==> src/rtl/tlt_pkg.sv <==
`timescale 1ns / 1ps
package tlt_pkg;

  // field widths of one entry
  localparam int VPN_W   = 22;   // vpn bits 31:10
  localparam int ASID_W  = 8;
  localparam int PPN_W   = 19;   // ppn bits 28:10
  localparam int FLG_W   = 9;
  localparam int EXT_W   = 4;
  localparam int CNT_W   = 6;    // replace counter
  localparam int LRU_W   = 6;
  localparam int INSTR_N = 4;    // instruction TLB entries
  localparam int DEF_UNIFIED = 64;

  // port widths
  localparam int IN_TDATA_W  = 104;
  localparam int IN_TUSER_W  = 5;
  localparam int OUT_TDATA_W = 64;
  localparam int OUT_TUSER_W = 4;
  localparam int CFG_IDX_W   = 3;
  localparam int CFG_DATA_W  = 8;

  // flag bit positions
  localparam int FB_VALID = 8;
  localparam int FB_SZ_HI = 7;
  localparam int FB_USER  = 6;
  localparam int FB_WRITE = 5;
  localparam int FB_SZ_LO = 4;
  localparam int FB_DIRTY = 2;
  localparam int FB_SHARE = 1;

  // flags kept on an instruction TLB entry
  localparam logic [FLG_W-1:0] ITLB_FLAG_MASK = 9'h1DA;

  // configuration register indexes
  localparam logic [CFG_IDX_W-1:0] CFG_XLAT_EN  = 3'd0;
  localparam logic [CFG_IDX_W-1:0] CFG_SV_MODE  = 3'd1;
  localparam logic [CFG_IDX_W-1:0] CFG_SQ_BLOCK = 3'd2;
  localparam logic [CFG_IDX_W-1:0] CFG_ASID     = 3'd3;
  localparam logic [CFG_IDX_W-1:0] CFG_BOUNDARY = 3'd4;

  // request codes
  typedef enum logic [3:0] {
    FN_READ     = 4'd0,
    FN_WRITE    = 4'd1,
    FN_FETCH    = 4'd2,
    FN_LOAD     = 4'd3,
    FN_IADDR_WR = 4'd4,
    FN_IDATA_WR = 4'd5,
    FN_UADDR_WR = 4'd6,
    FN_UDATA_WR = 4'd7,
    FN_IADDR_RD = 4'd8,
    FN_IDATA_RD = 4'd9,
    FN_UADDR_RD = 4'd10,
    FN_UDATA_RD = 4'd11,
    FN_INVAL    = 4'd12
  } func_t;

  // result status codes
  localparam logic [3:0] STS_OK      = 4'd0;
  localparam logic [3:0] STS_AERR_R  = 4'd1;
  localparam logic [3:0] STS_AERR_W  = 4'd2;
  localparam logic [3:0] STS_MISS_R  = 4'd3;
  localparam logic [3:0] STS_MISS_W  = 4'd4;
  localparam logic [3:0] STS_INIT_WR = 4'd5;
  localparam logic [3:0] STS_PROT_R  = 4'd6;
  localparam logic [3:0] STS_PROT_W  = 4'd7;
  localparam logic [3:0] STS_MULTI   = 4'd8;

  typedef struct packed {
    logic [VPN_W-1:0]  vpn;
    logic [ASID_W-1:0] asid;
    logic [PPN_W-1:0]  ppn;
    logic [FLG_W-1:0]  flags;
    logic [EXT_W-1:0]  extra;
  } utlb_ent_t;

  typedef struct packed {
    logic [VPN_W-1:0]  vpn;
    logic [ASID_W-1:0] asid;
    logic [PPN_W-1:0]  ppn;
    logic [FLG_W-1:0]  flags;
  } itlb_ent_t;

  typedef enum logic [1:0] {
    S_IDLE = 2'd0,
    S_CMP  = 2'd1,
    S_ENC  = 2'd2,
    S_EXEC = 2'd3
  } ctrl_state_t;

  // controller to datapath commands
  typedef struct packed {
    logic load;    // capture request
    logic cmp;     // register match vectors
    logic enc;     // register hit index and selected entries
    logic commit;  // update state and output register
  } dp_cmd_t;

endpackage

==> src/rtl/tlt_ctrl.sv <==
`timescale 1ns / 1ps
module tlt_ctrl (
  input  logic             clk,
  input  logic             rst,
  input  logic             s_axis_tvalid,
  output logic             s_axis_tready,
  output logic             m_axis_tvalid,
  input  logic             m_axis_tready,
  output tlt_pkg::dp_cmd_t cmd
);
  import tlt_pkg::*;

  ctrl_state_t state, state_next;
  logic        out_full;

  // next state
  always_comb begin
    state_next = state;
    unique case (state)
      S_IDLE:  if (s_axis_tvalid) state_next = S_CMP;
      S_CMP:   state_next = S_ENC;
      S_ENC:   state_next = S_EXEC;
      S_EXEC:  if (!out_full || m_axis_tready) state_next = S_IDLE;
      default: state_next = S_IDLE;
    endcase
  end

  // outputs
  always_comb begin
    s_axis_tready = 1'b0;
    cmd           = '0;
    unique case (state)
      S_IDLE: begin
        s_axis_tready = 1'b1;
        cmd.load      = s_axis_tvalid;
      end
      S_CMP:   cmd.cmp = 1'b1;
      S_ENC:   cmd.enc = 1'b1;
      S_EXEC:  cmd.commit = !out_full || m_axis_tready;
      default: ;
    endcase
  end

  always_ff @(posedge clk) begin
    if (rst) begin
      state    <= S_IDLE;
      out_full <= 1'b0;
    end else begin
      state <= state_next;
      if (cmd.commit) out_full <= 1'b1;
      else if (m_axis_tready) out_full <= 1'b0;
    end
  end

  assign m_axis_tvalid = out_full;

  a_commit_slot: assert property (@(posedge clk) disable iff (rst)
    cmd.commit |-> (!out_full || m_axis_tready)) else $error("commit into full slot");
  a_cmp_to_enc: assert property (@(posedge clk) disable iff (rst)
    (state == S_CMP) |=> (state == S_ENC)) else $error("compare stage skipped");
  a_load_to_cmp: assert property (@(posedge clk) disable iff (rst)
    cmd.load |=> (state == S_CMP)) else $error("accepted request not started");

endmodule

==> config.mk <==
export PLATFORM = sky130hd
export DESIGN_NAME = tlt_ctrl
export DESIGN_NICKNAME = d
export VERILOG_FILES = /design/src/rtl/tlt_pkg.sv /design/src/rtl/tlt_ctrl.sv
export SDC_FILE = /design/constraint.sdc
export NUM_CORES = 1
export LEC_CHECK = 0
export ABC_AREA = 1
export BUFFER_PORTS_ARGS = -buffer_cell sky130_fd_sc_hd__buf_2
export CAP_MARGIN = 20
export CELL_PAD_IN_SITES_DETAIL_PLACEMENT = 1
export CELL_PAD_IN_SITES_GLOBAL_PLACEMENT = 1
export CORE_AREA = 2 2 39 41
export CTS_BUF_LIST = sky130_fd_sc_hd__clkbuf_8
export DETAILED_ROUTE_END_ITERATION = 12
export DIE_AREA = 0 0 41 43
export PLACE_DENSITY_LB_ADDON = 0.1
export SYNTH_ARGS = -nofsm -noshare
export SYNTH_HDL_FRONTEND = slang
export SYNTH_SLANG_ARGS = --single-unit
==> constraint.sdc <==
create_clock -name clk -period 3 [get_ports clk]
set_input_delay 0.6 -clock clk [delete_from_list [all_inputs] [get_ports clk]]
set_output_delay 0.6 -clock clk [all_outputs]
set_load 0.02 [all_outputs]
# Word-level counts from Yosys, hierarchy flattened
# Index checks and enable logic that the tools add are counted.
[word_totals]
register_bits = 3
output_inout_bits = 6
wordCells = 22
[op_classes]
n_eq_ne = 5
n_mux = 10
n_reduce_logical = 5
[op_table]
columns = ["op", "count"]
rows = [
  ["$pmux 2 s4", 1],
  ["$mux 1", 7],
  ["$eq 2x2->1 const B", 2],
  ["$mux 2", 2],
  ["$ne 2x2->1 const B", 2],
  ["$eq 2x1->1 const B", 1],
  ["$logic_not 2->1", 1],
  ["$reduce_and 2->1", 1],
  ["$reduce_bool 2->1", 1],
  ["$logic_not 1->1", 1],
  ["$logic_or 1x1->1", 1],
]

# Depth between registers and ports, before layout
# Gate-level depths: netlist of the first run.
[depth]
ltp_word = 4
mapped_depth = 6
depth_no_buf = 6

# Least setup slack after synthesis of the first run
# Ideal clock, no wire load.
[synth_path]
path_type = "input-to-output"
start = "input m_axis_tready"
end = "output cmd[0] (netlist bit)"
arrival_time_ns = 0.997
setup_slack_ns = 1.403
stages = 2
n_path_buf = 0
cell_sequence = "inv_1 a21oi_1"
[synth_lines]
columns = ["item", "line", "rtl"]
rows = [
  ["start, declared", "tlt_ctrl.sv:8", "input logic m_axis_tready,"],
  ["end, declared", "tlt_ctrl.sv:9", "output tlt_pkg::dp_cmd_t cmd"],
]

==> run metrics, run 1 <==
setup TNS 0 ns; Worst path max stage delay 0.37 ns; crit path max fanout 4; layout cell share with drive strength beyond 1 30.2%; fmax 573 MHz; Crit Path Category flop to primary output; Crit path max-delay family flip-flops; post-layout min period 1.74 ns; CTS Buffer Depth 2; crit path max-delay cell type dfxtp_1; Worst setup EP type primary output; Setup Fix Bufs, Post-CTS 0; pin count of the biggest net entering global routing 5; Least-Margin Pin Slew 0.154 ns; CTS Hold Bufs 0; CTS tree done; Critical Path End cmd[3]; Die H 43 um; pwr dens 1060 nW/um^2; register bit total from synthesis 3; Yosys top cell area share 28.7%; Final Skew 0.000781 ns; hold slack 0.504 ns; commonest cells in the netlist inv_1, nand2_1, a21oi_1, ha_1; H-Tree Depth 1; Worst Setup SP state[0]$_SDFFE_PP0P_; Seq/Total Area, Yosys 28.7%; Netlist Area Pre-Place 209 um^2; VDD IR max 0.257 mV; max-slew violation count 0; dpl cells 55; Total GRT Usage 8.03%; Nets 52; DRT antenna net count 0; WP data arrival 1.14 ns; first-pass GRT wire length 924 um; count leader, synth inv_1; flop-to-flop setup slack 1.88 ns; final setup vio count 0; vias 227; dpl ws 1.37 ns; Root Buffer clkbuf_8; Post-synth EDFFs 0; die width 41 um; Synth cell types 8; ys flop type dfxtp_1; synthesized instance count 30; net count after synthesis 38; Reg2Reg Capture Point state[1]$_SDFFE_PP0P_; yosys warns 0; FFs w/ async S/R, synth 0%; Post-DP HPWL 431 um; Buffers on Ports 9; DRT iter0 DRCs 1; worst skew pair latency 0.21 ns; Synth-to-Final Area Change 52.7%; Lkg Pwr 0.188 nW; IO Pins 10; origin of the critical flop-to-flop path state[0]$_SDFFE_PP0P_; Slew headroom 89.7%; # rows 14; Power Total 0.339 mW; vias in the first global route 239; critical path's most frequent cell inv_1; Num Clock Sinks 3; DR WL/cell 8.76 um; crit path launch type flop; Worst Path Required 2.40 ns; Yosys top cell by area dfxtp_1; Period Utilization, post-route 58.1%; status finished clean; CTS resizes 0; Ant. Diodes 0; grt ovf 0; max-cap viol count 0; Crit path buffers/inverters 3; setup slack after layout 1.26 ns; RSZ-0062 raised after global routing no; Core ar. 1380 um^2; crit-path cells inv_1 -> ha_1 -> nand2_1 -> inv_1 -> buf_2; routability-driven placement congestion ratio 0.598; Final Hold Viols 0; die area 1760 um^2; cts bufs inserted 3; register clock-pin slew on the reported worst setup and hold paths 0.03 ns; final WL 517 um; post-route insts no fill 59; main area contributors after synthesis dfxtp_1, ha_1, inv_1; Critical Path Stages 5; drt pass-1 iters 2; Hold Crit Class flop to flop; Initial Util 15.1%; r2r worst-path depth 6; Avg Inst Size Synth 6.97 um^2; initial antenna violation count 0; via density per instance 3.85; DRC viols 0
worst register-to-register path, stage by stage, from the launching register on:
cell and delay [ns]:
dfxtp_1 0.37, inv_1 0.08, ha_1 0.23, nand2_1 0.13
nand3_1 0.09, nand2_1 0.07, nor2_1 0.04
cells in the final DEF, fill, tap and decap left out, drive strengths merged:
cell / count
a21oi: 4
nor2: 3
nand2: 6
buf: 9
dfxtp: 3
nand3: 2
inv: 9
ha: 4
clkbuf: 3
metrics by stage:
| step | instance area [um^2] | utilization (%) |
|---|---|---|
| 2_1_floorplan | 209 | - |
| 3_3_place_gp | 274 | 19.8 |
| 3_5_place_dp | 274 | 19.8 |
| 4_1_cts | 319 | 23.1 |
| 5_1_grt | 319 | 23.1 |
| 6_report | 319 | 23.1 |
metal layers:
layer / up-vias / share of wire [%] / track usage [%]
li1: 114 / - / -
met4: 0 / 0 / 8.00
met5: - / 0 / 0
met1: 107 / 38 / 8.68
met2: 6 / 56 / 11.9
met3: 0 / 6.4 / 1.57
power breakdown:
part | internal, mW | switching (mW) | total [mW]
logic | 0.0568 | 0.0998 | 0.157
registers | 0.0544 | 0.0157 | 0.0701
clock network | 0.0870 | 0.0254 | 0.112
logic make-up after synthesis:
logic type	count (synthesis)	share of synthesized area (%)
and+or+nand+nor	11	23.4
buffers and inverters	8	14.4
DFF	3	28.7
AOI/OAI and AO/OA	4	9.58
adders and majority gates	4	24.0
layout make-up:
type | instances | area (um^2)
clock buffers | 3 | 41.3
clock inverters | 1 | 3.75
fillers | 180 | 1060
inverters | 8 | 30.0
multi-input cells | 19 | 119
flip-flops and latches | 3 | 60.1
well taps | 16 | 20.0
repair buffers | 9 | 45.0
registers in the layout (all words and copies together) (netlist names):
signal / flops
state: 2
m_axis_tvalid: 1
worst min-delay path by stage:
stage	from	to	slack [ns]	cells after the start
6_report	m_axis_tvalid$_SDFFE_PP0P_	m_axis_tvalid$_SDFFE_PP0P_	0.50	2
5_1_grt	m_axis_tvalid$_SDFFE_PP0P_	m_axis_tvalid$_SDFFE_PP0P_	0.55	2
4_1_cts	m_axis_tvalid$_SDFFE_PP0P_	m_axis_tvalid$_SDFFE_PP0P_	0.51	2
3_5_place_dp	m_axis_tvalid$_SDFFE_PP0P_	m_axis_tvalid$_SDFFE_PP0P_	0.49	2
3_3_place_gp	m_axis_tvalid$_SDFFE_PP0P_	m_axis_tvalid$_SDFFE_PP0P_	0.49	2
2_1_floorplan	state[0]$_SDFFE_PP0P_	state[0]$_SDFFE_PP0P_	0.49	2
(Power assumes the default switching activity.)
==> run 2, diff against run 1 <==
==> constraint.sdc (replaced) <==
create_clock -name clk -period 1.4 [get_ports clk]
set_input_delay 0.28 -clock clk [delete_from_list [all_inputs] [get_ports clk]]
set_output_delay 0.28 -clock clk [all_outputs]
set_load 0.02 [all_outputs]
==> run metrics, run 2 (synthesis gave the netlist of run 1 again) <==
status finished clean; crit path launch type flop; initial antenna violation count 0; Largest register FFs 2; dpl cells 55; Final Skew 0.00344 ns; first-pass GRT wire length 903 um; final WL 553 um; vias in the first global route 239; IO Pins 10; DRT antenna net count 0; Period Utilization, post-route 94.4%; fmax 757 MHz; max-cap viol count 0; flop-to-flop setup slack 0.32 ns; Crit Path Category flop to primary output; die width 41 um; Initial Util 15.1%; Num Clock Sinks 3; register clock-pin slew on the reported worst setup and hold paths 0.03 ns; pin count of the biggest net entering global routing 5; Filler Cell Count 184; H-Tree Depth 1; Total GRT Usage 8.22%; Core ar. 1380 um^2; Root Buffer clkbuf_8; CTS Buffer Depth 2; routability-driven placement congestion ratio 0.653; via density per instance 3.73; post-route insts no fill 60; Die H 43 um; CTS Hold Bufs 0; Nets 53; commonest cells after routing, fill and taps aside inv_1, buf_2, nand2_1; drt pass-1 iters 1; WP data arrival 1.04 ns; largest register by flop count state; Hold Path Origin rst; CTS tree done; # rows 14; Ant. Diodes 0; hold slack 0.232 ns; Least-Margin Pin Slew 0.153 ns; max-slew violation count 0; Buffers on Ports 9; Hold Crit Class input pin to flop; cts bufs inserted 3; worst skew pair latency 0.22 ns; RSZ-0062 raised after global routing no; crit path max-delay cell type dfxtp_4; Power Total 0.840 mW; origin of the critical flop-to-flop path state[0]$_SDFFE_PP0P_; setup TNS 0 ns; DRT iter0 DRCs 0; die area 1760 um^2; layout cell share with drive strength beyond 1 45.5%; Synth-to-Final Area Change 74.3%; crit-path cells ha_4 -> inv_1 -> a21oi_1 -> buf_4; Worst path max stage delay 0.37 ns; DR WL/cell 9.22 um; Crit path buffers/inverters 2; Worst setup EP type primary output; DRC viols 0; Worst Path Required 1.12 ns; VDD IR max 0.643 mV; crit path max fanout 4; post-layout min period 1.32 ns; Crit path max-delay family flip-flops; vias 224; grt ovf 0; pwr dens 2310 nW/um^2; Post-DP HPWL 440 um; final setup vio count 0; Lkg Pwr 0.193 nW; Worst Setup SP state[0]$_SDFFE_PP0P_; Slew headroom 89.8%; Final Hold Viols 0
[run 2: final timing paths]
path / to / depth (start not counted)
worst max-delay path: cmd[0] / 4
worst max register to register: state[0]$_SDFFE_PP0P_ / 7
worst min register to register: m_axis_tvalid$_SDFFE_PP0P_ / 2
worst min-delay path: m_axis_tvalid$_SDFFE_PP0P_ / 2
[run 2: layer usage]
metal	routed length, um	global-route usage, %	share of wire, %
met1	219	7.69	40
met2	304	12.5	55
met3	29	1.57	5.2
met5	0	0	0
met4	0	10.0	0
[run 2: layout make-up]
| class | count | area [um^2] | area share [%] |
|---|---|---|---|
| clock buffers | 3 | 41.3 | 11.3 |
| clock inverters | 1 | 3.75 | 1.03 |
| inverters | 8 | 30.0 | 8.25 |
| multi-input cells | 19 | 144 | 39.5 |
| flip-flops and latches | 3 | 67.6 | 18.6 |
| well taps | 16 | 20.0 | 5.50 |
| repair buffers | 10 | 57.6 | 15.8 |
[run 2: power breakdown]
group / leakage (nW) / internal, mW / switching, mW
sequential: 0.0259 / 0.132 / 0.0508
combinational: 0.140 / 0.181 / 0.232
clock: 0.0269 / 0.187 / 0.0571
total: 0.193 / 0.500 / 0.340
[run 2: worst reg2reg max path, cell delays in order, from the launching register on]
cell and delay (ns):
dfxtp_4 0.37, inv_2 0.06, ha_4 0.16, buf_4 0.12, nor2_1 0.10, nand2_1 0.06
nand2_1 0.06, nor2_1 0.04
[run 2: timing repair]
action                                  in CTS  in global routing
pin swaps                                    0                  1
cloned                                       0                  0
buffers inserted                             0                  1
endpoints found under the setup margin       2                  2
gates resized for setup                      5                  7
[run 2: through the flow]
stage / setup slack (ns) / instance area (um^2) / utilization [%]
4_1_cts: 0.00163 / 329 / 23.8
3_5_place_dp: 0.156 / 274 / 19.8
3_3_place_gp: 0.169 / 274 / 19.8
6_report: 0.0784 / 364 / 26.3
2_1_floorplan: 0.192 / 209 / -
5_1_grt: 0.0124 / 364 / 26.3
